**config.mk**
```make
export PLATFORM = sky130hd
export DESIGN_NAME = rau_fifo
export DESIGN_NICKNAME = d
export VERILOG_FILES = /design/src/hdl/rau_pkg.sv /design/src/hdl/rau_fifo.sv
export SDC_FILE = /design/constraint.sdc
export NUM_CORES = 1
export LEC_CHECK = 0
export ABC_AREA = 1
export BUFFER_PORTS_ARGS = -buffer_cell sky130_fd_sc_hd__buf_2
export CAP_MARGIN = 40
export CORE_UTILIZATION = 40
export DETAILED_ROUTE_END_ITERATION = 8
export PLACE_DENSITY_LB_ADDON = 0.3
export RECOVER_POWER = 50
export SYNTH_ARGS = -nofsm -noshare
export SYNTH_HDL_FRONTEND = slang
export SYNTH_SLANG_ARGS = --single-unit
```
**constraint.sdc**
```tcl
create_clock -name clk_i -period 7.15 [get_ports clk_i]
set_input_delay 0.3575 -clock clk_i [delete_from_list [all_inputs] [get_ports clk_i]]
set_output_delay 0.3575 -clock clk_i [all_outputs]
set_load 0.005 [all_outputs]
```
**src/hdl/rau_pkg.sv**
```systemverilog
// ----------------------------------------------------------------------------
// rau_pkg: shared types and codes for the rational arithmetic unit
// Command and status codes, the classified item handed from front to back.
// ----------------------------------------------------------------------------
package rau_pkg;

  localparam int unsigned MagBits = 64;

  typedef enum logic [2:0] {
    CMD_ADD  = 3'd0,
    CMD_SUB  = 3'd1,
    CMD_MUL  = 3'd2,
    CMD_DIV  = 3'd3,
    CMD_CMP  = 3'd4,
    CMD_INC  = 3'd5,
    CMD_DEC  = 3'd6,
    CMD_NOP  = 3'd7
  } cmd_e;

  typedef enum logic [1:0] {
    ST_OK      = 2'd0,
    ST_DIVZERO = 2'd1,
    ST_ZERODEN = 2'd2,
    ST_OVF     = 2'd3
  } status_e;

  // classified item: either an early result (error, nop or compare) or a pending reduction
  typedef struct packed {
    logic        early;     // result fixed in the front
    status_e     status;
    logic        is_cmp;
    logic        lt;
    logic        eq;
    logic        gt;
    logic        n_neg;
    logic [MagBits-1:0] n_mag;
    logic        d_neg;
    logic [MagBits-1:0] d_mag;
  } item_t;

  typedef struct packed {
    logic [31:0] num;
    logic [30:0] den;
    status_e     status;
    logic        lt;
    logic        eq;
    logic        gt;
  } res_t;

endpackage

```
**src/hdl/rau_fifo.sv**
```systemverilog
// ----------------------------------------------------------------------------
// rau_fifo: small queue between front and back
// Two-entry register queue of classified items.
// ----------------------------------------------------------------------------
module rau_fifo (
  input  logic           clk_i,
  input  logic           rst_ni,
  input  logic           in_valid_i,
  output logic           in_ready_o,
  input  rau_pkg::item_t in_item_i,
  output logic           out_valid_o,
  input  logic           out_ready_i,
  output rau_pkg::item_t out_item_o
);
  import rau_pkg::*;

  item_t mem_q [2];
  logic wp_q, rp_q;
  logic [1:0] cnt_q;
  logic push, pop;

  assign in_ready_o  = (cnt_q != 2'd2);
  assign out_valid_o = (cnt_q != 2'd0);
  assign out_item_o  = mem_q[rp_q];
  assign push = in_valid_i && in_ready_o;
  assign pop  = out_valid_o && out_ready_i;

  always_ff @(posedge clk_i) begin
    if (push) mem_q[wp_q] <= in_item_i;
  end

  always_ff @(posedge clk_i or negedge rst_ni) begin
    if (!rst_ni) begin
      wp_q <= 1'b0; rp_q <= 1'b0; cnt_q <= 2'd0;
    end else begin
      if (push) wp_q <= !wp_q;
      if (pop) rp_q <= !rp_q;
      cnt_q <= cnt_q + 2'(push) - 2'(pop);
    end
  end

endmodule

```
# Word-level counts from Yosys, hierarchy flattened
# Memory sizes are Yosys's and may differ from the RTL's.
# Cells that the tools add are included.
dict set report totals {
  register_bits 4
  latch_bits 0
  ram_bits 274
  romBits 0
  input_bits 141
  output_inout_bits 139
  elab_cells 14
  n_memories 1
}
dict set report op_classes {
  n_addsub 2
  n_mul 0
  n_div 0
  order_cmp 0
  eq_ne 1
  shifts 0
  n_mux 2
  bitwise_logic 0
  reduce_logical 5
}
# memory depth word_bits rd rd_clocked_by_memory_dff wr line
set mem_list {}
lappend mem_list {mem_q 2 137 1 0 1 rau_fifo.sv:17} ;# item_t mem_q [2];
# cell n
set op_table {}
lappend op_table {{$add 2x1->2} 1}
lappend op_table {{$logic_and 1x1->1} 2}
lappend op_table {{$logic_not 1->1} 2}
lappend op_table {{$mux 1} 2}
lappend op_table {{$ne 2x2->1 const B} 1}
lappend op_table {{$reduce_bool 2->1} 1}
lappend op_table {{$sub 2x1->2} 1}

# Longest topological paths before layout
dict set report logic_depth {
  depth_word 4
  mapped_depth 12
  ltp_nobuf 12
}

# Worst setup path after synthesis
# No wires, ideal clock.
dict set report synth_timing {
  kind {reg-to-reg}
  start {reg cnt_q[1]}
  end {mem mem_q[1][0] in the netlist's numbering, enable pin}
  setup_ps 636
  t_arrival_ps 6365
  required_ps 6514
  setup_slack_ps 149
  path_stages_with_launch 4
  path_buffers 0
  synth_period_minus_slack_ps 7001
  cell_sequence {dfrtp_1 > nand2_1 > nand2_1 > nor2_1}
}
dict set report synth_between {
  elab_chain_len 4
}
# element line
set synth_rtl {}
lappend synth_rtl {{start: declaration} rau_fifo.sv:19} ;# logic [1:0] cnt_q;
lappend synth_rtl {{start signal: assignment} rau_fifo.sv:38} ;# cnt_q <= cnt_q + 2'(push) - 2'(pop);
lappend synth_rtl {{$ne 2x2->1} rau_fifo.sv:22} ;# assign in_ready_o = (cnt_q != 2'd2);
lappend synth_rtl {{named net in_ready_o} rau_fifo.sv:9} ;# output logic in_ready_o,
lappend synth_rtl {{$logic_and 1x1->1} rau_fifo.sv:25} ;# assign push = in_valid_i && in_ready_o;
lappend synth_rtl {{$mux 1} rau_fifo.sv:29} ;# if (push) mem_q[wp_q] <= in_item_i;
lappend synth_rtl {{$mux 1 (not written as such)} rau_fifo.sv:29}
lappend synth_rtl {{end: declaration} rau_fifo.sv:17}
# The timed path passes the listed nets, and every way through them passes these cells.

# Worst setup path in the final report
dict set report layout_timing {
  start {reg cnt_q[1]}
  end {mem mem_q[0][81] in the netlist's numbering, enable pin}
}
dict set report layout_between {
  elab_chain_len 4
}
# element line
set layout_rtl {}
lappend layout_rtl {{$ne 2x2->1} rau_fifo.sv:22}
lappend layout_rtl {{$logic_and 1x1->1} rau_fifo.sv:25}
lappend layout_rtl {{$mux 1} rau_fifo.sv:29}
lappend layout_rtl {{$mux 1 (not written as such)} rau_fifo.sv:29}
# No other way between the ends.

==> out/metrics.cfg <==
[critical_path]
path_max_fanout = 61
criticalPathCategory = reg -> reg
crit_family = buffers and inverters
r2r_slack_ps = 2810
slowest_delay_ps = 2520
reg2reg_from = cnt_q[1]
endpoint_kind = flip-flop
rr_endpoint = mem_q[0][81]
rr_worst_depth = 5
crit_chain = nand2_1 > nand2_1 > nor2_4 > clkbuf_1 > clkbuf_1
cp.required_ps = 7200
worst-path-buf-inv = 2
start_kind = flip-flop
crit_start = cnt_q[1]
crit_arrival_ps = 4390
cpMaxStageDelayCell = clkbuf_1

[outcome]
violations = max-capacitance violations, max-slew violations
status = finished with violations

[clock_tree]
cts.path.max_buffers = 3
numClockSinks = 278
htree_levels = 1
cts-root-buf = clkbuf_16
cts.reportedPaths.clkPinSlew_ps = 60
cts_buffers = 29
insertion_delay_ps = 530
cts_tree = yes

[timing]
grt_setup_unrepaired = no
hold_slack_ps = 24.27
slew-limit-headroom = -1.351
worst_pin_slew_ps = 3527
period_needed_ps = 4341
clock.fmax_mhz = 230.4
setup_viol = 0
finClkSkew_ps = 10.00
tns_ps = 0
drv_slew = 90
period_share = 0.6071
hold_viol = 0

[synth]
synth_common_cells = nand2_1 (420), edfxtp_1 (274), buf_4 (18)
syn_area_um2 = 10250
synth_edf_count = 274
synth_most_common_cell = nand2_1
seq_area_frac_synth = 0.8124
ys_ff_latch = 278
synth_top_flop_cell = edfxtp_1
syn_area_per_cell_um2 = 13.72
yosysTopAreaCell = edfxtp_1
synth.top_cell.area_share = 0.8026
async_reset_ff_frac = 0.01439
ys_warn_count = 0
synthCells = 747
synth_nets = 889
synth.area.top_cells = edfxtp_1 (80%), nand2_1 (15%), buf_4 (1.3%), buf_6 (1.1%), dfrtp_1 (0.98%)
ys_types = 15

[routing]
wirelength_um = 22210
vias = 6696
initialDrtViolationCount = 377
first_pass_iters = 4
route.detailed.drc = 0
viasPerCell = 4.467
antenna_left = 0
wire_per_inst_um = 14.82

[place]
portBuffers = 279
dp_hpwl_um = 13670
place_area_um2 = 11980
globalplace.congestion = 0.7416

[final_layout]
final_layout_size_suffix_gt1_frac = 0.2080
area_delta_synth_final_pct = 34.99
seqCellArea_um2 = 8332
num-fill-cells = 2104
nNetsFinal = 1288
multi_input_area_um2 = 1652
design_area_um2 = 13840

[die]
die-area_um2 = 26270
die_w_um = 162.1
initial_utilization = 0.4071
num_io_pins = 280
die_h_um = 162.1
rows = 58
core_um2 = 25180

[global_route]
grt_pass1_wl_um = 33860
grt_pass1_vias = 6747
grt_max_degree = 72
gr-usage-all-layers = 0.1644
grt_antenna_before_repair = 1
grt_overflow = 0

[min_path]
hold_class = in -> reg
worstHoldEndpoint = mem_q[0][106]
min_path_cells = 1
hp-start = in_item_i[106]

[power]
peakVddDrop_v = 0.0002439
p_leak_nw = 5.736
p_per_area_nw_per_um2 = 383.1

[flow_run]
cap_viol_max_count = 2

[worst max-delay path by stage]
stage                     depth (start not counted)  slack (ps)            end
after floorplan                                   3         150    mem_q[1][0]
after global placement                            5        4110  out_item_o[9]
after detailed placement                          5        4080  out_item_o[9]
after CTS                                         5        3520  out_item_o[9]
after global routing                              5        2350   mem_q[0][81]
final                                             5        2810   mem_q[0][81]
[repair_timing]
item / in CTS / in global routing
resized for setup: 0 / 0
setup buffers: 0 / 0
hold buffers: 104 / 5
endpoints found under the hold margin: 204 / 9
[metrics by stage]
stage                     utilization  power (mW)  setup slack (ps)  std cells
after floorplan                     -       3.308             148.8        747
after global placement         0.4714       3.861              4107       1332
after detailed placement       0.4758       3.920              4081       1336
after CTS                      0.5531       5.404              3517       1493
after global routing           0.5495       5.635              2353       1499
final                          0.5495       5.302              2809       1499
[where the power goes]
group | internal (mW) | total [mW] | switching [mW]
registers | 2.23 | 2.38 | 0.144
clock network | 0.842 | 1.42 | 0.577
logic | 0.567 | 1.51 | 0.938
[flip-flops by register name, summed over array words and instances, names as in the netlist]
register and cells:
cnt_q 2, rp_q 1, wp_q 1, mem_q 274
[cell usage in the layout, fill, tap and decap left out]
cell / Yosys / layout
nand2_1: 420 / 420
edfxtp_1: 274 / 274
buf_2: 1 / 193
dlygate4sd3_1: 0 / 109
clkbuf_1: 1 / 89
clkbuf_16: 0 / 29
clkinv_1: 0 / 11
inv_1: 7 / 7
clkinv_2: 0 / 6
nor2_1: 5 / 3
bufinv_16: 0 / 3
dfrtp_1: 4 / 3
buf_1: 0 / 3
buf_16: 0 / 3
buf_4: 18 / 3
nand3_1: 2 / 2
nor2_4: 0 / 2
diode_2: 0 / 1
inv_4: 0 / 1
o21ai_0: 1 / 1
a21oi_1: 1 / 1
xor2_1: 1 / 1
ha_1: 1 / 1
clkinvlp_4: 0 / 1
clkbuf_2: 0 / 1
dfrtp_4: 0 / 1
[cell families after synthesis]
logic type / synth area share
DFF: 0.8124
AOI/OAI and AO/OA: 0.0009755
buffers and inverters: 0.02795
adders and majority gates: 0.001220
xor gates and xnor gates: 0.0008545
and+or+nand+nor: 0.1566
[cell type report]
cell class,instances,share of cell area
clock inverter,21,0.01221
timing repair buffer,398,0.1807
multi-input combinational,431,0.1193
antenna,1,0.0001808
tap,330,0.02984
inverter,8,0.002351
sequential,278,0.6021
clock buffer,32,0.05325
[layer usage]
layer	track usage	part of all wire	vias to the layer above	wire, µm
met2	0.2907	0.49	216	10980
met3	0.05490	0.084	34	1861
li1	-	-	3328	-
met4	0.04202	0.022	0	492
met1	0.1910	0.40	3118	8883
met5	0	0	-	0
[worst register-to-register path, cell delays in order (launching register included)]
cell	delay, ps
dfrtp_1	420
nand2_1	170
nand2_1	190
nor2_4	130
clkbuf_1	390
clkbuf_1	2520
Power figures use the tool's default switching activity.
