File: src/hdl/rau_pkg.sv
// ----------------------------------------------------------------------------
// rau_pkg: shared types and codes for the rational arithmetic unit
// Command and status codes, the classified item handed from front to back.
// ----------------------------------------------------------------------------
package rau_pkg;

  localparam int unsigned MagBits = 64;

  typedef enum logic [2:0] {
    CMD_ADD  = 3'd0,
    CMD_SUB  = 3'd1,
    CMD_MUL  = 3'd2,
    CMD_DIV  = 3'd3,
    CMD_CMP  = 3'd4,
    CMD_INC  = 3'd5,
    CMD_DEC  = 3'd6,
    CMD_NOP  = 3'd7
  } cmd_e;

  typedef enum logic [1:0] {
    ST_OK      = 2'd0,
    ST_DIVZERO = 2'd1,
    ST_ZERODEN = 2'd2,
    ST_OVF     = 2'd3
  } status_e;

  // classified item: either an early result (error, nop or compare) or a pending reduction
  typedef struct packed {
    logic        early;     // result fixed in the front
    status_e     status;
    logic        is_cmp;
    logic        lt;
    logic        eq;
    logic        gt;
    logic        n_neg;
    logic [MagBits-1:0] n_mag;
    logic        d_neg;
    logic [MagBits-1:0] d_mag;
  } item_t;

  typedef struct packed {
    logic [31:0] num;
    logic [30:0] den;
    status_e     status;
    logic        lt;
    logic        eq;
    logic        gt;
  } res_t;

endpackage

File: src/hdl/rau_back.sv
// ----------------------------------------------------------------------------
// rau_back: reduction engine
// Binary gcd one step per cycle, then two restoring dividers in parallel,
// one quotient bit per cycle, then sign and range check.
// ----------------------------------------------------------------------------
module rau_back #(
  parameter int unsigned WordBits = 32
) (
  input  logic           clk_i,
  input  logic           rst_ni,
  input  logic           in_valid_i,
  output logic           in_ready_o,
  input  rau_pkg::item_t item_i,
  output logic           out_valid_o,
  input  logic           out_ready_i,
  output rau_pkg::res_t  res_o
);
  import rau_pkg::*;

  localparam logic [63:0] Lim = 64'd1 << (WordBits - 1);

  typedef enum logic [2:0] {S_IDLE, S_TWO, S_ODD, S_SUB, S_DIV, S_CHK, S_OUT} state_e;

  state_e state_q;
  logic [63:0] ga_q, gb_q, g_q, nm_q, dm_q, nq_q, dq_q, nr_q, dr_q;
  logic [5:0] k_q, bit_q;
  logic neg_q;
  res_t res_q;

  assign in_ready_o  = (state_q == S_IDLE);
  assign out_valid_o = (state_q == S_OUT);
  assign res_o       = res_q;

  always_ff @(posedge clk_i or negedge rst_ni) begin
    logic [64:0] nt, dt;
    logic [63:0] nq, dq;
    if (!rst_ni) begin
      state_q <= S_IDLE;
    end else begin
      case (state_q)
        S_IDLE: begin
          if (in_valid_i) begin
            res_q.num <= '0; res_q.den <= 31'd1;
            res_q.status <= item_i.status;
            res_q.lt <= item_i.lt; res_q.eq <= item_i.eq; res_q.gt <= item_i.gt;
            nm_q <= item_i.n_mag; dm_q <= item_i.d_mag;
            ga_q <= item_i.n_mag; gb_q <= item_i.d_mag;
            neg_q <= item_i.n_neg != item_i.d_neg;
            k_q <= '0;
            if (item_i.early || item_i.n_mag == 64'd0) state_q <= S_OUT;
            else state_q <= S_TWO;
          end
        end
        S_TWO: begin
          if (ga_q[0] == 1'b0 && gb_q[0] == 1'b0) begin
            ga_q <= ga_q >> 1; gb_q <= gb_q >> 1; k_q <= k_q + 6'd1;
          end else begin
            state_q <= S_ODD;
          end
        end
        S_ODD: begin
          if (!ga_q[0]) ga_q <= ga_q >> 1;
          else if (!gb_q[0]) gb_q <= gb_q >> 1;
          else state_q <= S_SUB;
        end
        S_SUB: begin
          if (!gb_q[0]) begin
            gb_q <= gb_q >> 1;
          end else if (ga_q == gb_q) begin
            g_q <= ga_q << k_q;
            nq_q <= '0; dq_q <= '0; nr_q <= '0; dr_q <= '0;
            bit_q <= 6'd63;
            state_q <= S_DIV;
          end else if (ga_q > gb_q) begin
            ga_q <= gb_q; gb_q <= ga_q - gb_q;
          end else begin
            gb_q <= gb_q - ga_q;
          end
        end
        S_DIV: begin
          nt = {nr_q, nm_q[bit_q]};
          dt = {dr_q, dm_q[bit_q]};
          nq = nq_q; dq = dq_q;
          if (nt >= {1'b0, g_q}) begin nt = nt - {1'b0, g_q}; nq[bit_q] = 1'b1; end
          if (dt >= {1'b0, g_q}) begin dt = dt - {1'b0, g_q}; dq[bit_q] = 1'b1; end
          nr_q <= nt[63:0]; dr_q <= dt[63:0]; nq_q <= nq; dq_q <= dq;
          bit_q <= bit_q - 6'd1;
          if (bit_q == 6'd0) state_q <= S_CHK;
        end
        S_CHK: begin
          if (dq_q > Lim - 64'd1 || nq_q > (neg_q ? Lim : Lim - 64'd1)) begin
            res_q.status <= ST_OVF;
          end else begin
            res_q.num <= neg_q ? (32'd0 - nq_q[31:0]) : nq_q[31:0];
            res_q.den <= dq_q[30:0];
          end
          state_q <= S_OUT;
        end
        S_OUT: begin
          if (out_ready_i) state_q <= S_IDLE;
        end
        default: state_q <= S_IDLE;
      endcase
    end
  end

endmodule

File: config.mk
export PLATFORM = sky130hd
export DESIGN_NAME = rau_back
export DESIGN_NICKNAME = d
export VERILOG_FILES = /design/src/hdl/rau_pkg.sv /design/src/hdl/rau_back.sv
export SDC_FILE = /design/constraint.sdc
export NUM_CORES = 2
export LEC_CHECK = 0
export ABC_AREA = 1
export BUFFER_PORTS_ARGS = -buffer_cell sky130_fd_sc_hd__buf_2
export CORE_ASPECT_RATIO = 1.4
export CORE_MARGIN = 3
export CORE_UTILIZATION = 30
export CTS_BUF_LIST = sky130_fd_sc_hd__clkbuf_16
export DETAILED_ROUTE_END_ITERATION = 7
export HOLD_SLACK_MARGIN = 0.05
export SLEW_MARGIN = 20
export SYNTH_ARGS = -nofsm -noshare
export SYNTH_HDL_FRONTEND = slang
export SYNTH_SLANG_ARGS = --single-unit
File: constraint.sdc
create_clock -name clk_i -period 20.4 [get_ports clk_i]
set_clock_uncertainty 0.15 [all_clocks]
set_input_delay 1.02 -clock clk_i [delete_from_list [all_inputs] [get_ports clk_i]]
set_output_delay 1.02 -clock clk_i [all_outputs]
set_load 0.05 [all_outputs]
### Word level (Yosys, flattened, before mapping)

Index checks and enable logic that the tools add are counted.

| cells by class | value |
|---|---|
| $add $sub $neg | 7 |
| order comparisons | 7 |
| equality and inequality tests | 26 |
| shift operators | 1 |
| mux-type cells | 53 |
| bitwise operators | 4 |
| reduce and logical (&&, ||, !) cells | 24 |

Operator list:

| kind | count |
|---|---|
| $mux 64 | 19 |
| $pmux 64 s2 | 4 |
| $pmux 64 s4 | 2 |
| $sub 64x64->64 | 4 |
| $ge 65x64->1 | 2 |
| $pmux 65 s2 | 1 |
| $or 64x64->64 | 2 |
| $mux 68 | 1 |
| $eq 64x64->1 | 1 |
| $gt 64x31->1 const B | 1 |
| $gt 64x32->1 | 1 |
| $gt 64x64->1 | 1 |
| $logic_not 64->1 | 1 |
| $mux 32 | 2 |
| $shl 64x6->64 | 1 |
| $mux 63 | 1 |
| $ne 2x2->1 const B | 16 |
| $sub 1x32->32 const A | 1 |
| $mux 3 | 9 |
| $mux 6 | 4 |
| $pmux 6 s2 | 2 |
| $pmux 3 s7 | 1 |
| $reduce_and 4->1 | 5 |
| $reduce_and 8->1 | 2 |
| other kinds (24) | 38 |

| word-level totals | value |
|---|---|
| register bits | 660 |
| bits of input ports | 141 |
| output and inout port bits | 70 |
| word-level logic and storage cells | 143 |

### Longest topological paths before layout

| logic depth | value |
|---|---|
| depth in word-level cells | 7 |
| depth in mapped cells | 29 |
| depth with buffers taken out | 27 |

### Least setup slack after synthesis

Ideal clock, no wire load.

| path | value |
|---|---|
| path kind | register to register |
| start | reg gb_q[0] |
| end | reg dq_q[0], enable pin |
| library setup time | 417 ps |
| data arrival time | 17454 ps |
| data required time | 19833 ps |
| path slack | 2379 ps |
| cell stages (with the launch flop) | 13 |
| path buffers | 1 |
| clock period less this slack | 18021 ps |
| path through | edfxtp_1 > inv_1 > clkbuf_1 > ha_1 > inv_1 > nand2_1 > nor2_1 > nand3_1 > nor4_1 > nor2_1 > nor4_1 > o21ai_0 > inv_1 |

| on the way | value |
|---|---|
| word-level cells in the longest chain between the ends | 3 |
| elaborated cells on any way between the ends | 4 |
| those cells by class | eq/ne (3); reduce/logical (1) |

RTL lines:

| element | line | text |
|---|---|---|
| start, declared | rau_back.sv:25 | `logic [63:0] ga_q, gb_q, g_q, nm_q, dm_q, nq_q, dq_q, nr_q, dr_q;` |
| start signal, assigned | rau_back.sv:47 | `ga_q <= item_i.n_mag; gb_q <= item_i.d_mag;` |
| start signal, assigned | rau_back.sv:56 | `ga_q <= ga_q >> 1; gb_q <= gb_q >> 1; k_q <= k_q + 6'd1;` |
| start signal, assigned | rau_back.sv:63 | `else if (!gb_q[0]) gb_q <= gb_q >> 1;` |
| $eq 64x64->1 | rau_back.sv:69 | `end else if (ga_q == gb_q) begin` |
| $ne 2x2->1 (no source line) | - |  |
| $reduce_and 5->1 (no source line) * | - |  |
| end signal, assigned | rau_back.sv:86 | `nr_q <= nt[63:0]; dr_q <= dt[63:0]; nq_q <= nq; dq_q <= dq;` |
| end, declared | rau_back.sv:25 |  |

Mark *: on every way between the ends. The rest lies on a longest branch, timed or not.
A chain may end at the register's enable or synchronous reset.

### Final worst setup path

| path | value |
|---|---|
| start | reg bit_q[0] |
| end | reg nr_q[4] (data pin) |

| on the way | value |
|---|---|
| word-level cells in the longest chain between the ends | 5 |
| elaborated cells on any way between the ends | 6 |
| those cells by class | add/sub (1); order compare (1); mux (4) |

RTL lines:

| element | line | text |
|---|---|---|
| start, declared | rau_back.sv:26 | `logic [5:0] k_q, bit_q;` |
| start signal, assigned | rau_back.sv:87 | `bit_q <= bit_q - 6'd1;` |
| $bmux 1 s6 * | rau_back.sv:81 | `nt = {nr_q, nm_q[bit_q]};` |
| $mux 1 (not written as such) * | rau_back.sv:81 |  |
| $sub 64x64->64 or $ge 65x64->1 (tied branches) | rau_back.sv:84 | `if (nt >= {1'b0, g_q}) begin nt = nt - {1'b0, g_q}; nq[bit_q] = 1'b1; end` |
| $mux 64 * | rau_back.sv:84 |  |
| $pmux 64 s2 * | rau_back.sv:40 | `case (state_q)` |
| end signal, assigned | rau_back.sv:86 |  |
| end, declared | rau_back.sv:25 |  |

Mark *: on every way between the ends. The rest lies on a longest branch, timed or not. The select of a mux whose other input is x is not followed.

==> impl_metrics.tcl <==
set metrics [dict create \
    setup_viol 0 \
    ys_types 60 \
    cts_buffers 77 \
    muxShareOfSynthArea_pct 1.51 \
    cp_slowest_stage_delay_ns 0.89 \
    synth_enable_flop_cells 657 \
    yosysSeqAreaShare_pct 36.8 \
    drt-vias-per-instance 5.18 \
    powerDensity_nw_per_um2 157 \
    synth_top_family_by_area "simple AND/OR/NAND/NOR gates" \
    max_freq_mhz 127 \
    area_growth_pct 11.1 \
    status "completed" \
    worst_path_most_repeated_cell "nand2_1" \
    die-area_um2 185000 \
    insertion_delay_ns 0.74 \
    start_kind "flip-flop" \
    cp_data_arrival_time_ns 8.29 \
    final_nets 8157 \
    synth_warnings 0 \
    synth_area_leaders "edfxtp_1, nand2_1, inv_1, nor2_1, ha_1" \
    max-slew-margin-rel_pct 23.1 \
    cts_max_level 3 \
    synth_top_area_cell "edfxtp_1" \
    worstSetupPathType "flip-flop to flip-flop" \
    layout_common_cells "nand2_1, inv_1, nor2_1, a21oi_1, edfxtp_1" \
    avgSynthCellArea_um2 7.07 \
    multi_input_area_um2 28700 \
    final_common_cell "nand2_1" \
    worst_slew_pin_slew_ns 1.14 \
    rows 183 \
    p_leak_nw 26.5 \
    grt-ovfl-total 0 \
    min-delay-path-class "primary input to flip-flop" \
    antenna_left 0 \
    end_kind "flip-flop" \
    period_needed_ns 7.86 \
    post_cts_buffers 0 \
    hold_viol 0 \
    synth_top_area_share_pct 36.6 \
    drc 0 \
    drt_iter0_markers 4035 \
    vias 52300 \
    drt-wirelength-per-cell_um 22.8 \
    grt_usage_pct 24.2 \
    synthSimpleGateAreaFrac_pct 27.8 \
    initial_core_util_pct 30.3 \
    cts_sinks 660 \
    ir_drop_uv 121 \
    ff_latch_area_um2 19800 \
    syn_inst 7616 \
    max-cap-violations 0 \
    clk_pin_slew_ns 0.06 \
    grt_max_degree 103 \
    netlist_area_um2 53900 \
    cts_tree "built" \
    dieHeight_um 507 \
    report.final.slew_viol_count 0 \
    ys.flop_type "edfxtp_1" \
    synth_xor_area_share_pct 2.41 \
    synthAdderAreaFrac_pct 6.91 \
    ys_seq_elements 660 \
    synth_fp_nets 8052 \
    cts_root_buffer "clkbuf_16" \
    crit_path_top_delay_cell "inv_2" \
    finalSetupTns_ns 0 \
    fill_cells 19300 \
    reg2reg_slack_ns 12.54 \
    critPathRequiredTime_ns 20.83 \
    grt_pass1_wl_um 331000 \
    dp_hpwl_um 183000 \
    grt_pass1_vias 51500 \
    coreArea_um2 178000 \
    fp.dieW_um 364 \
    ios 211 \
    ys_async_sr_fraction_pct 0.455 \
    dr.pass1.iters 6 \
    worst_hold_slack_ns 0.325 \
    routed_wirelength_um 230000 \
    min_period_over_period_pct 38.6 \
    gp_congestion 1.03 \
    rsz0062_at_grt "no" \
    antenna_found_initial 11 \
    worst-path-max-fanout 56 \
    numPortBuffers 209 \
    clk_path_buf_depth 3 \
    drive_gt1_share_pct 6.41 \
    synth_compound_area_share_pct 14.4 \
]
## worst max-delay path, delay by kind of cell (launching register included)
family | cells | cell delay [ns]
AOI/OAI and AO/OA | 1 | 0.20
adders and majority gates | 1 | 0.29
buffers and inverters | 5 | 1.87
DFF | 1 | 0.49
and+or+nand+nor | 19 | 4.51
## registers in the layout (all words and copies together) (netlist names)
| name | cells |
|---|---|
| bit_q | 6 |
| dm_q | 64 |
| dq_q | 64 |
| dr_q | 64 |
| g_q | 64 |
| ga_q | 64 |
| gb_q | 64 |
| k_q | 6 |
| neg_q | 1 |
| nm_q | 64 |
| nq_q | 64 |
| nr_q | 64 |
| res_o | 68 |
| state_q | 3 |
## layer usage
layer	vias to the layer above	global-route usage [%]	part of all wire (%)	wire length, um
li1	25200	-	-	-
met1	24800	27.7	39	89100
met3	511	2.68	5.0	11400
met2	1801	42.3	49	112000
met4	6	16.0	7.6	17400
met5	-	0	0.013	31
## layout make-up
class                   count  area share [%]
repair buffers            279            2.65
inverters                1154            7.25
diodes                      3          0.0125
clock inverters            60           0.926
well taps                2312            4.84
clock buffers              79            3.30
flip-flops and latches    660            33.1
multi-input cells        5549            47.9
## synth_stat cells (all sizes together) (3+ instances only)
master / number
nand2: 2052
inv: 1144
nor2: 1000
a21oi: 672
edfxtp: 657
o21ai: 435
nand3: 308
ha: 291
clkbuf: 179
xor2: 104
mux2i: 81
nand4: 79
nand3b: 78
buf: 74
a221oi: 70
nor3: 58
nor4: 44
xnor2: 44
a31oi: 36
o211ai: 36
a21o: 35
o21bai: 35
a21boi: 14
a22oi: 14
o21a: 13
clkinv: 10
o2111ai: 9
a211oi: 8
or2: 8
and2: 5
and3: 5
fa: 4
a22o: 3
dfrtp: 3
o221ai: 3
## final timing paths
kind / startpoint / to / depth (start not counted)
worst min-delay path: item_i[132] / res_o[2]$_DFFE_PP_ / 1
worst max register to register: bit_q[0]$_SDFFCE_PN1P_ / nr_q[4]$_SDFFCE_PN0P_ / 26
worst max-delay path: bit_q[0]$_SDFFCE_PN1P_ / nr_q[4]$_SDFFCE_PN0P_ / 26
worst min register to register: dq_q[10]$_SDFFCE_PN0P_ / res_o[15]$_DFFE_PP_ / 2
min in group asynchronous: rst_ni / state_q[2]$_DFFE_PN0P_ / 2
max in group asynchronous: rst_ni / state_q[1]$_DFFE_PN0P_ / 2
## where the power goes
part           total, W  switching (W)  internal [W]
Clock           0.00144       0.000636      0.000800
Sequential      0.00221       0.000234       0.00198
Combinational   0.00572        0.00419       0.00154
Total           0.00937        0.00506       0.00431
## kinds of logic (layout without fill, tap and decap cells)
family                     after synthesis  count (layout)
and+or+nand+nor                       3638            3638
buffers and inverters                 1407            1572
AOI/OAI and AO/OA                     1387            1387
DFF                                    660             660
adders and majority gates              295             295
xor gates and xnor gates               148             148
muxes                                   81              81
other                                    0               3
## stage by stage
step	cell area (um2)	util, %	std cells	total power, W	setup WS, ns
final	59800	33.6	10100	0.00937	12.54
after global routing	59800	33.6	10100	0.00998	12.06
after CTS	59800	33.6	10100	0.00934	12.67
after detailed placement	57300	32.2	9953	0.00787	12.70
after global placement	57300	32.2	9953	0.00783	12.77
after floorplan	53900	-	7616	0.00588	2.38
## repair_timing
action	in CTS	in global routing
hold buffers	1	0
gates resized for setup	0	0
hold endpoints to repair	3	0
No activity file was read; power rests on OpenSTA's default activity.
