===== src/hdl/rau_pkg.sv =====
// ----------------------------------------------------------------------------
// rau_pkg: shared types and codes for the rational arithmetic unit
// Command and status codes, the classified item handed from front to back.
// ----------------------------------------------------------------------------
package rau_pkg;

  localparam int unsigned MagBits = 64;

  typedef enum logic [2:0] {
    CMD_ADD  = 3'd0,
    CMD_SUB  = 3'd1,
    CMD_MUL  = 3'd2,
    CMD_DIV  = 3'd3,
    CMD_CMP  = 3'd4,
    CMD_INC  = 3'd5,
    CMD_DEC  = 3'd6,
    CMD_NOP  = 3'd7
  } cmd_e;

  typedef enum logic [1:0] {
    ST_OK      = 2'd0,
    ST_DIVZERO = 2'd1,
    ST_ZERODEN = 2'd2,
    ST_OVF     = 2'd3
  } status_e;

  // classified item: either an early result (error, nop or compare) or a pending reduction
  typedef struct packed {
    logic        early;     // result fixed in the front
    status_e     status;
    logic        is_cmp;
    logic        lt;
    logic        eq;
    logic        gt;
    logic        n_neg;
    logic [MagBits-1:0] n_mag;
    logic        d_neg;
    logic [MagBits-1:0] d_mag;
  } item_t;

  typedef struct packed {
    logic [31:0] num;
    logic [30:0] den;
    status_e     status;
    logic        lt;
    logic        eq;
    logic        gt;
  } res_t;

endpackage


===== src/hdl/rau_front.sv =====
// ----------------------------------------------------------------------------
// rau_front: operand intake and classification
// Decodes the command, catches error cases and forms the cross products
// (one 32x32 multiply per cycle), the signed sums of the numerator and compares.
// ----------------------------------------------------------------------------
module rau_front (
  input  logic                clk_i,
  input  logic                rst_ni,
  input  logic                in_valid_i,
  output logic                in_ready_o,
  input  logic [2:0]          cmd_i,
  input  logic [31:0]         a_num_i,
  input  logic [31:0]         a_den_i,
  input  logic [31:0]         b_num_i,
  input  logic [31:0]         b_den_i,
  output logic                out_valid_o,
  input  logic                out_ready_i,
  output rau_pkg::item_t      item_o
);
  import rau_pkg::*;

  typedef enum logic [2:0] {S_IDLE, S_M0, S_M1, S_M2, S_SUM, S_OUT} state_e;

  state_e state_q;
  logic [2:0] cmd_q;
  logic an_s_q, ad_s_q, bn_s_q, bd_s_q;
  logic [31:0] an_q, ad_q, bn_q, bd_q;
  logic [63:0] p_q, q_q, r_q;
  logic p_s_q, q_s_q, r_s_q;
  item_t item_q;

  logic [31:0] ma, mb;
  logic ms_a, ms_b;
  logic [63:0] prod;

  function automatic logic [31:0] mag32(input logic [31:0] x);
    return x[31] ? (~x + 32'd1) : x;
  endfunction

  // signed-magnitude add, result sign cleared on zero
  function automatic logic [64:0] sm_add(input logic sa, input logic [63:0] a,
                                         input logic sb, input logic [63:0] b);
    logic [63:0] m;
    logic s;
    if (sa == sb) begin
      m = a + b; s = sa;
    end else if (a >= b) begin
      m = a - b; s = sa;
    end else begin
      m = b - a; s = sb;
    end
    return {s && (m != 64'd0), m};
  endfunction

  always_comb begin
    ma = an_q; mb = bd_q; ms_a = an_s_q; ms_b = bd_s_q;
    case (state_q)
      S_M0: begin
        ma = an_q; ms_a = an_s_q;
        if (cmd_q == CMD_MUL) begin mb = bn_q; ms_b = bn_s_q; end
        else begin mb = bd_q; ms_b = bd_s_q; end
      end
      S_M1: begin
        ma = ad_q; ms_a = ad_s_q;
        if (cmd_q == CMD_MUL) begin mb = bd_q; ms_b = bd_s_q; end
        else begin mb = bn_q; ms_b = bn_s_q; end
      end
      S_M2: begin
        ma = ad_q; ms_a = ad_s_q;
        if (cmd_q == CMD_DIV) begin mb = bn_q; ms_b = bn_s_q; end
        else begin mb = bd_q; ms_b = bd_s_q; end
      end
      default: ;
    endcase
    prod = 64'(ma) * 64'(mb);
  end

  assign in_ready_o  = (state_q == S_IDLE);
  assign out_valid_o = (state_q == S_OUT);
  assign item_o      = item_q;

  always_ff @(posedge clk_i or negedge rst_ni) begin
    logic [64:0] sm;
    logic [63:0] pm, qm;
    logic ps, qs;
    item_t it;
    if (!rst_ni) begin
      state_q <= S_IDLE;
    end else begin
      case (state_q)
        S_IDLE: begin
          if (in_valid_i) begin
            cmd_q  <= cmd_i;
            an_q   <= mag32(a_num_i); an_s_q <= a_num_i[31];
            ad_q   <= mag32(a_den_i); ad_s_q <= a_den_i[31];
            bn_q   <= mag32(b_num_i); bn_s_q <= b_num_i[31];
            bd_q   <= mag32(b_den_i); bd_s_q <= b_den_i[31];
            it = '0;
            it.early = 1'b1;
            if (cmd_i == CMD_NOP) begin
              state_q <= S_OUT;
            end else if (a_den_i == 32'd0 ||
                         (cmd_i <= CMD_CMP && b_den_i == 32'd0)) begin
              it.status = ST_ZERODEN;
              state_q <= S_OUT;
            end else if (cmd_i == CMD_DIV && b_num_i == 32'd0) begin
              it.status = ST_DIVZERO;
              state_q <= S_OUT;
            end else if (cmd_i == CMD_INC || cmd_i == CMD_DEC) begin
              state_q <= S_SUM;
            end else begin
              state_q <= S_M0;
            end
            item_q <= it;
          end
        end
        S_M0: begin
          p_q <= prod; p_s_q <= (prod != 64'd0) && (ms_a != ms_b);
          state_q <= S_M1;
        end
        S_M1: begin
          q_q <= prod; q_s_q <= (prod != 64'd0) && (ms_a != ms_b);
          state_q <= (cmd_q == CMD_CMP) ? S_SUM : S_M2;
        end
        S_M2: begin
          r_q <= prod; r_s_q <= (prod != 64'd0) && (ms_a != ms_b);
          state_q <= S_SUM;
        end
        S_SUM: begin
          it = item_q;
          it.early = 1'b0;
          it.is_cmp = 1'b0;
          it.d_neg = r_s_q; it.d_mag = r_q;
          case (cmd_q)
            CMD_ADD: begin
              sm = sm_add(p_s_q, p_q, q_s_q, q_q);
              it.n_neg = sm[64]; it.n_mag = sm[63:0];
            end
            CMD_SUB: begin
              sm = sm_add(p_s_q, p_q, (q_q != 64'd0) && !q_s_q, q_q);
              it.n_neg = sm[64]; it.n_mag = sm[63:0];
            end
            CMD_MUL: begin
              // MUL used p = an*bn as numerator, q = ad*bd as denominator
              it.n_neg = p_s_q; it.n_mag = p_q;
              it.d_neg = q_s_q; it.d_mag = q_q;
            end
            CMD_DIV: begin
              it.n_neg = p_s_q; it.n_mag = p_q;
            end
            CMD_CMP: begin
              pm = p_q; qm = q_q;
              ps = p_s_q; qs = q_s_q;
              if (ad_s_q != bd_s_q) begin
                ps = (pm != 64'd0) && !ps;
                qs = (qm != 64'd0) && !qs;
              end
              it.early  = 1'b1;
              it.is_cmp = 1'b1;
              if (ps != qs) begin
                it.lt = ps; it.gt = !ps;
              end else if (pm == qm) begin
                it.eq = 1'b1;
              end else begin
                it.lt = ps ? (pm > qm) : (pm < qm);
                it.gt = ps ? (pm < qm) : (pm > qm);
              end
            end
            CMD_INC: begin
              sm = sm_add(an_s_q, 64'(an_q), ad_s_q, 64'(ad_q));
              it.n_neg = sm[64]; it.n_mag = sm[63:0];
              it.d_neg = ad_s_q; it.d_mag = 64'(ad_q);
            end
            default: begin
              sm = sm_add(an_s_q, 64'(an_q), !ad_s_q, 64'(ad_q));
              it.n_neg = sm[64]; it.n_mag = sm[63:0];
              it.d_neg = ad_s_q; it.d_mag = 64'(ad_q);
            end
          endcase
          item_q <= it;
          state_q <= S_OUT;
        end
        S_OUT: begin
          if (out_ready_i) state_q <= S_IDLE;
        end
        default: state_q <= S_IDLE;
      endcase
    end
  end

endmodule


===== config.mk =====
export PLATFORM = sky130hd
export DESIGN_NAME = rau_front
export DESIGN_NICKNAME = d
export VERILOG_FILES = /design/src/hdl/rau_pkg.sv /design/src/hdl/rau_front.sv
export SDC_FILE = /design/constraint.sdc
export NUM_CORES = 2
export LEC_CHECK = 0
export BUFFER_PORTS_ARGS = -buffer_cell sky130_fd_sc_hd__buf_2
export CORE_MARGIN = 4
export CORE_UTILIZATION = 25
export CTS_CLUSTER_DIAMETER = 120
export DETAILED_ROUTE_END_ITERATION = 7
export PLACE_DENSITY = 0.44
export SKIP_LAST_GASP = 1
export SYNTH_ARGS = -nofsm -noshare
export SYNTH_HDL_FRONTEND = slang
export SYNTH_SLANG_ARGS = --single-unit

===== constraint.sdc =====
create_clock -name clk_i -period 22.2 [get_ports clk_i]
set_input_delay 0 -clock clk_i [delete_from_list [all_inputs] [get_ports clk_i]]
set_output_delay 0 -clock clk_i [all_outputs]
set_load 0.01 [all_outputs]

* After elaboration in Yosys (flattened, before gate mapping)
Index checks and enable logic that the tools add are counted.
** Storage, ports and cells
- Input port bits :: 135
- Bits in registers :: 470
** Operators by class
- Reduce and logical (&&, ||, !) cells :: 42
- Mux-type cells :: 75
- Equal/unequal tests :: 29
- Bitwise operators :: 5
- Multiply operators :: 1
- $lt $le $gt $ge :: 5
- Add/sub/neg operators :: 10
** Operators with widths (count)
- $mux 64 :: 14
- $reduce_bool 64->1 :: 7
- $pmux 65 s5 :: 1
- $pmux 137 s2 :: 1
- $mux 137 :: 1
- $pmux 65 s2 :: 1
- $add 32x1->32 const B :: 4
- $mux 32 :: 4
- $not 32->32 :: 4
- $sub 64x64->64 :: 2
- $mux 31 :: 4
- $logic_not 32->1 :: 3
- $pmux 32 s3 :: 1
- $sub 32x32->33 :: 2
- $add 64x64->64 :: 1
- $eq 64x64->1 :: 1
- $ge 64x64->1 :: 1
- $gt 64x64->1 :: 1
- $lt 64x64->1 :: 1
- $mul 32x32->64 :: 1
- $mux 1 :: 36
- $add 32x32->33 :: 1
- $ge 32x32->1 :: 1
- $eq 3x3->1 const B :: 7
- 27 further kinds :: 67

* Logic depth before layout (Yosys ltp)
- Word-level depth :: 10
- Mapped depth :: 41
- Mapped depth without buffers :: 37

* Worst setup path before layout
No wires, ideal clock.
- Kind :: register -> register
- From :: reg cmd_q[2]
- To :: reg p_s_q (data pin)
- Setup slack :: 11277 ps
- Data arrival time :: 10652 ps
- Library setup time :: 272 ps
- Stages on the path, launching flop included :: 38
- Path through :: edfxtp_1 > nand2b_1 > nor2_1 > a211o_1 > a21oi_1 > clkbuf_1 > clkbuf_1 > mux2i_1 > clkbuf_1 > nor2_1 > fa_1 > fa_1 > fa_1 > inv_1 > fa_1 > inv_1 > fa_1 > inv_1 > [... 2 more ...] > fa_1 > fa_1 > ha_1 > and3_1 > and2_1 > o2111ai_1 > a2111oi_0 > o211ai_1 > a311o_1 > a31oi_1 > o21ai_0 > o31ai_1 > a21oi_1 > xnor2_1 > or4_1 > nor4_1 > nand2b_1 > o41a_1
** On the way
- Longest elaborated chain between the ends :: 6
- Elaborated cells between the ends (all ways) :: 14
- Those cells by class :: mul: 1; eq/ne: 3; mux: 8; reduce/logical: 2
** Ends and longest elaborated chain
- from (decl) :: line rau_front.sv:25 : logic [2:0] cmd_q;
- from (signal assigned) :: line rau_front.sv:93 : cmd_q <= cmd_i;
- $eq 3x2->1
- $mux 32 (on tied branches) :: line rau_front.sv:70, rau_front.sv:60, rau_front.sv:65
- $pmux 32 s3 (*) :: line rau_front.sv:57 : case (state_q)
- $mul 32x32->64 (*) :: line rau_front.sv:75 : prod = 64'(ma) * 64'(mb);
- named net prod[55] :: line rau_front.sv:34 : logic [63:0] prod;
- $reduce_bool 64->1 (*) :: line rau_front.sv:118 : p_q <= prod; p_s_q <= (prod != 64'd0) && (ms_a != ms_b);
- $logic_and 1x1->1 (*) :: line rau_front.sv:118
- to (signal assigned) :: line rau_front.sv:118
- to (decl) :: line rau_front.sv:29 : logic p_s_q, q_s_q, r_s_q;
Mark *: on every way through the listed nets, which the timed path passes. The rest lies on a longest branch.
A chain may end at the register's enable or synchronous reset.

* Final worst setup path
- From :: reg cmd_q[2]
- To :: reg r_s_q (data pin)
** On the way
- Longest elaborated chain between the ends :: 6
- Elaborated cells between the ends (all ways) :: 14
- Those cells by class :: mul: 1; eq/ne: 3; mux: 8; reduce/logical: 2
** Ends and longest elaborated chain
- $eq 3x2->1
- $mux 32 (on tied branches) :: line rau_front.sv:70, rau_front.sv:60, rau_front.sv:65
- $pmux 32 s3 (*) :: line rau_front.sv:57
- $mul 32x32->64 (*) :: line rau_front.sv:75
- named net prod[55] :: line rau_front.sv:34
- $reduce_bool 64->1 (*) :: line rau_front.sv:126 : r_q <= prod; r_s_q <= (prod != 64'd0) && (ms_a != ms_b);
- $logic_and 1x1->1 (*) :: line rau_front.sv:126
- to (signal assigned) :: line rau_front.sv:126
- to (decl) :: line rau_front.sv:29
Marks and branches as above.

==> impl_metrics.toml <==
[synthesis]
synth_fp_nets = 9986
ys.flop_type = "edfxtp_1"
ys_seq_elements = 470
avgSynthCellArea_um2 = 8.68
synth_edf_count = 467
yosysMostFrequentCell = "inv_1"
synthTopCellsByArea = "fa_1, edfxtp_1, ha_1"
synth.distinct_cells = 102
synthCells = 8396
ys_seq_area_share_pct = 19.3
synth.yosys.warnings = 0
synth.top_cell.area_share_pct = 24.8
yosys.area.top_type = "fa_1"
async_reset_ff_share_pct = 0.638
synth_common_cells = "inv_1, nor2_1, fa_1, nand2_1, a21oi_1"
synthesis.area_um2 = 72900

[timing]
rsz0062_at_grt = "false"
worst_pin_slew_ns = 1.36
finalHoldViolCount = 0
report.final.slew_viol_count = 0
timing.final.crit_share_pct = 61.4
skew_ns = 0.0534
fmax_mhz = 73.4
period_needed_ns = 13.63
relSlewSlack_pct = 9.37
setup_viol = 0
setup-tns-final_ns = 0

[drt]
ant_nets = 0
vias = 66800
viasPerCell = 5.28
wl_um = 372000
wl_per_cell_um = 29.4
drt_iter0_markers = 6984
drc = 0
first_pass_iters = 6

[worst_hold_path]
hold_end = "bn_q[0]"
hp-start = "b_num_i[0]"
hold_depth = 2
hold_path_class = "in -> reg"

[worst_setup_path]
crit_path_end_kind = "flip-flop"
cp_slowest_stage_delay_ns = 1.12
r2r-start = "cmd_q[2]"
path_max_fanout = 34
timing.rr.end = "r_s_q"
arrival_ns = 14.05
critPathKind = "reg -> reg"
path_common_cell = "fa_1"
cp_data_required_time_ns = 22.62
critPathSlowestCell = "a2111oi_0"
critPathLaunchType = "flip-flop"
r2r_cells = 37
ff2ff_setup_slack_ns = 8.57

[floorplanning]
start_util_pct = 25.2
ioPinCount = 274
die_h_um = 548
dieWidth_um = 548
rows = 197
core_um2 = 289000
die_area_um2 = 300000

[layout]
drive_gt1_share_pct = 8.43
nNetsFinal = 10300
final-seq-area_um2 = 14100
nFillCells = 30800
multiInputGateArea_um2 = 53100
area_growth_pct = 14.7

[job]
max_cap_violations = 0

[grt]
grt_pass1_vias = 67400
antenna_found_initial = 30
grt.overflow.total = 0
grt_usage_pct = 24.1
grt_max_degree = 77
grt_pass1_wl_um = 521000

[clocking]
cts.htree.levels = 2
clk_latency_ns = 0.72
cts_tree = "yes"
clkTransAtPathRegs_ns = 0.07
cts_made_buffers = 55
cts_buffer_depth = 3
cts.sinks = 470
cts_resized = 0
cts_setup_buffers = 0
ctsRootBufferMaster = "clkbuf_16"

[placed_design]
gp_congestion = 1.01
io_buffers = 273
dp.final_hpwl_um = 299000

[run_status]
status = "finished, final reports clean"
==> cell families after synthesis <==
logic type	synth area share (%)
AOI/OAI and AO/OA	15.8
adders and majority gates	34.3
xor gates and xnor gates	4.51
DFF	19.3
muxes	2.38
buffers and inverters	8.46
and+or+nand+nor	15.3
==> sequential cells by signal, indices dropped and copies added (netlist names), 3 cells and up <==
register and cells:
item_o 137, p_q 64, q_q 64, r_q 64, ad_q 32, an_q 32, bd_q 32, bn_q 32
cmd_q 3, state_q 3
==> per-layer routing <==
layer	wire length (µm)	track usage, %	up-vias
met1	164000	33.5	34300
li1	-	-	28800
met2	159000	36.6	3102
met5	138	0	-
met4	16700	8.99	24
met3	32400	5.13	526
==> metrics by stage <==
stage | area (µm²) | utilization (%) | setup slack [ns] | hold slack, ns | instances
2_1_floorplan | 72900 | - | 11.28 | -0.296 | 8396
3_3_place_gp | 79300 | 27.4 | 8.77 | -0.156 | 12300
3_5_place_dp | 79300 | 27.4 | 8.62 | -0.152 | 12300
4_1_cts | 83600 | 28.9 | 8.55 | 0.0362 | 12600
5_1_grt | 83600 | 28.9 | 7.98 | 0.0914 | 12600
6_report | 83600 | 28.9 | 8.57 | 0.110 | 12600
==> repair_timing <==
action                     in CTS  in global routing
setup endpoints to repair       0                  0
hold buffers                  233                  0
hold endpoints to repair      167                  0
==> worst max path at each step <==
stage,from,end,slack (ns),cells past startpoint
floorplan,cmd_q[2],p_s_q,11.28,37
global placement,cmd_q[2],p_s_q,8.77,37
detailed placement,cmd_q[2],r_s_q,8.62,37
CTS,cmd_q[2],r_s_q,8.55,37
global route,cmd_q[2],r_s_q,7.98,38
finish,cmd_q[2],r_s_q,8.57,37
==> cells in the final DEF (no fill, tap or decap), drive strengths merged, types with 30 or more instances in the layout <==
cell,Yosys,final
nor3,110,110
o21ai,323,323
or2,31,31
buf,87,455
or3,30,30
edfxtp,467,467
o21a,54,54
mux2i,129,129
inv,1193,1197
xnor2,333,333
nor4,108,108
o211ai,44,44
or4,48,48
clkbuf,343,57
mux2,39,39
o31ai,90,90
nand4,89,89
nand3,60,60
a22oi,82,82
a211oi,57,57
dlygate4sd3,0,233
nand2,798,798
a221oi,51,51
a31oi,71,71
a21oi,606,606
nor2b,47,47
nor2,1033,1033
o21bai,79,79
fa,902,902
nand2b,48,48
a21o,118,118
ha,553,553
xor2,42,42
==> worst max-delay path, delay by kind of cell, from the launching register on <==
kind / cells / cell delay (ns)
compound gates: 10 / 3.78
xor+xnor: 1 / 0.20
fa+ha+maj: 9 / 4.37
buf+inv: 7 / 1.73
flops: 1 / 0.46
mux: 1 / 0.28
simple gates: 9 / 2.39
==> cell type report <==
class / count / share of cell area [%]
multi-input cells: 6300 / 63.5
well taps: 3880 / 5.81
flip-flops and latches: 470 / 16.9
diodes: 10 / 0.0299
clock inverters: 44 / 0.669
clock buffers: 57 / 1.68
repair buffers: 688 / 6.06
inverters: 1196 / 5.37
Power is left out: the tool's default activity adds up to more than one toggle a clock period on the data nets, which glitch-free logic cannot reach.
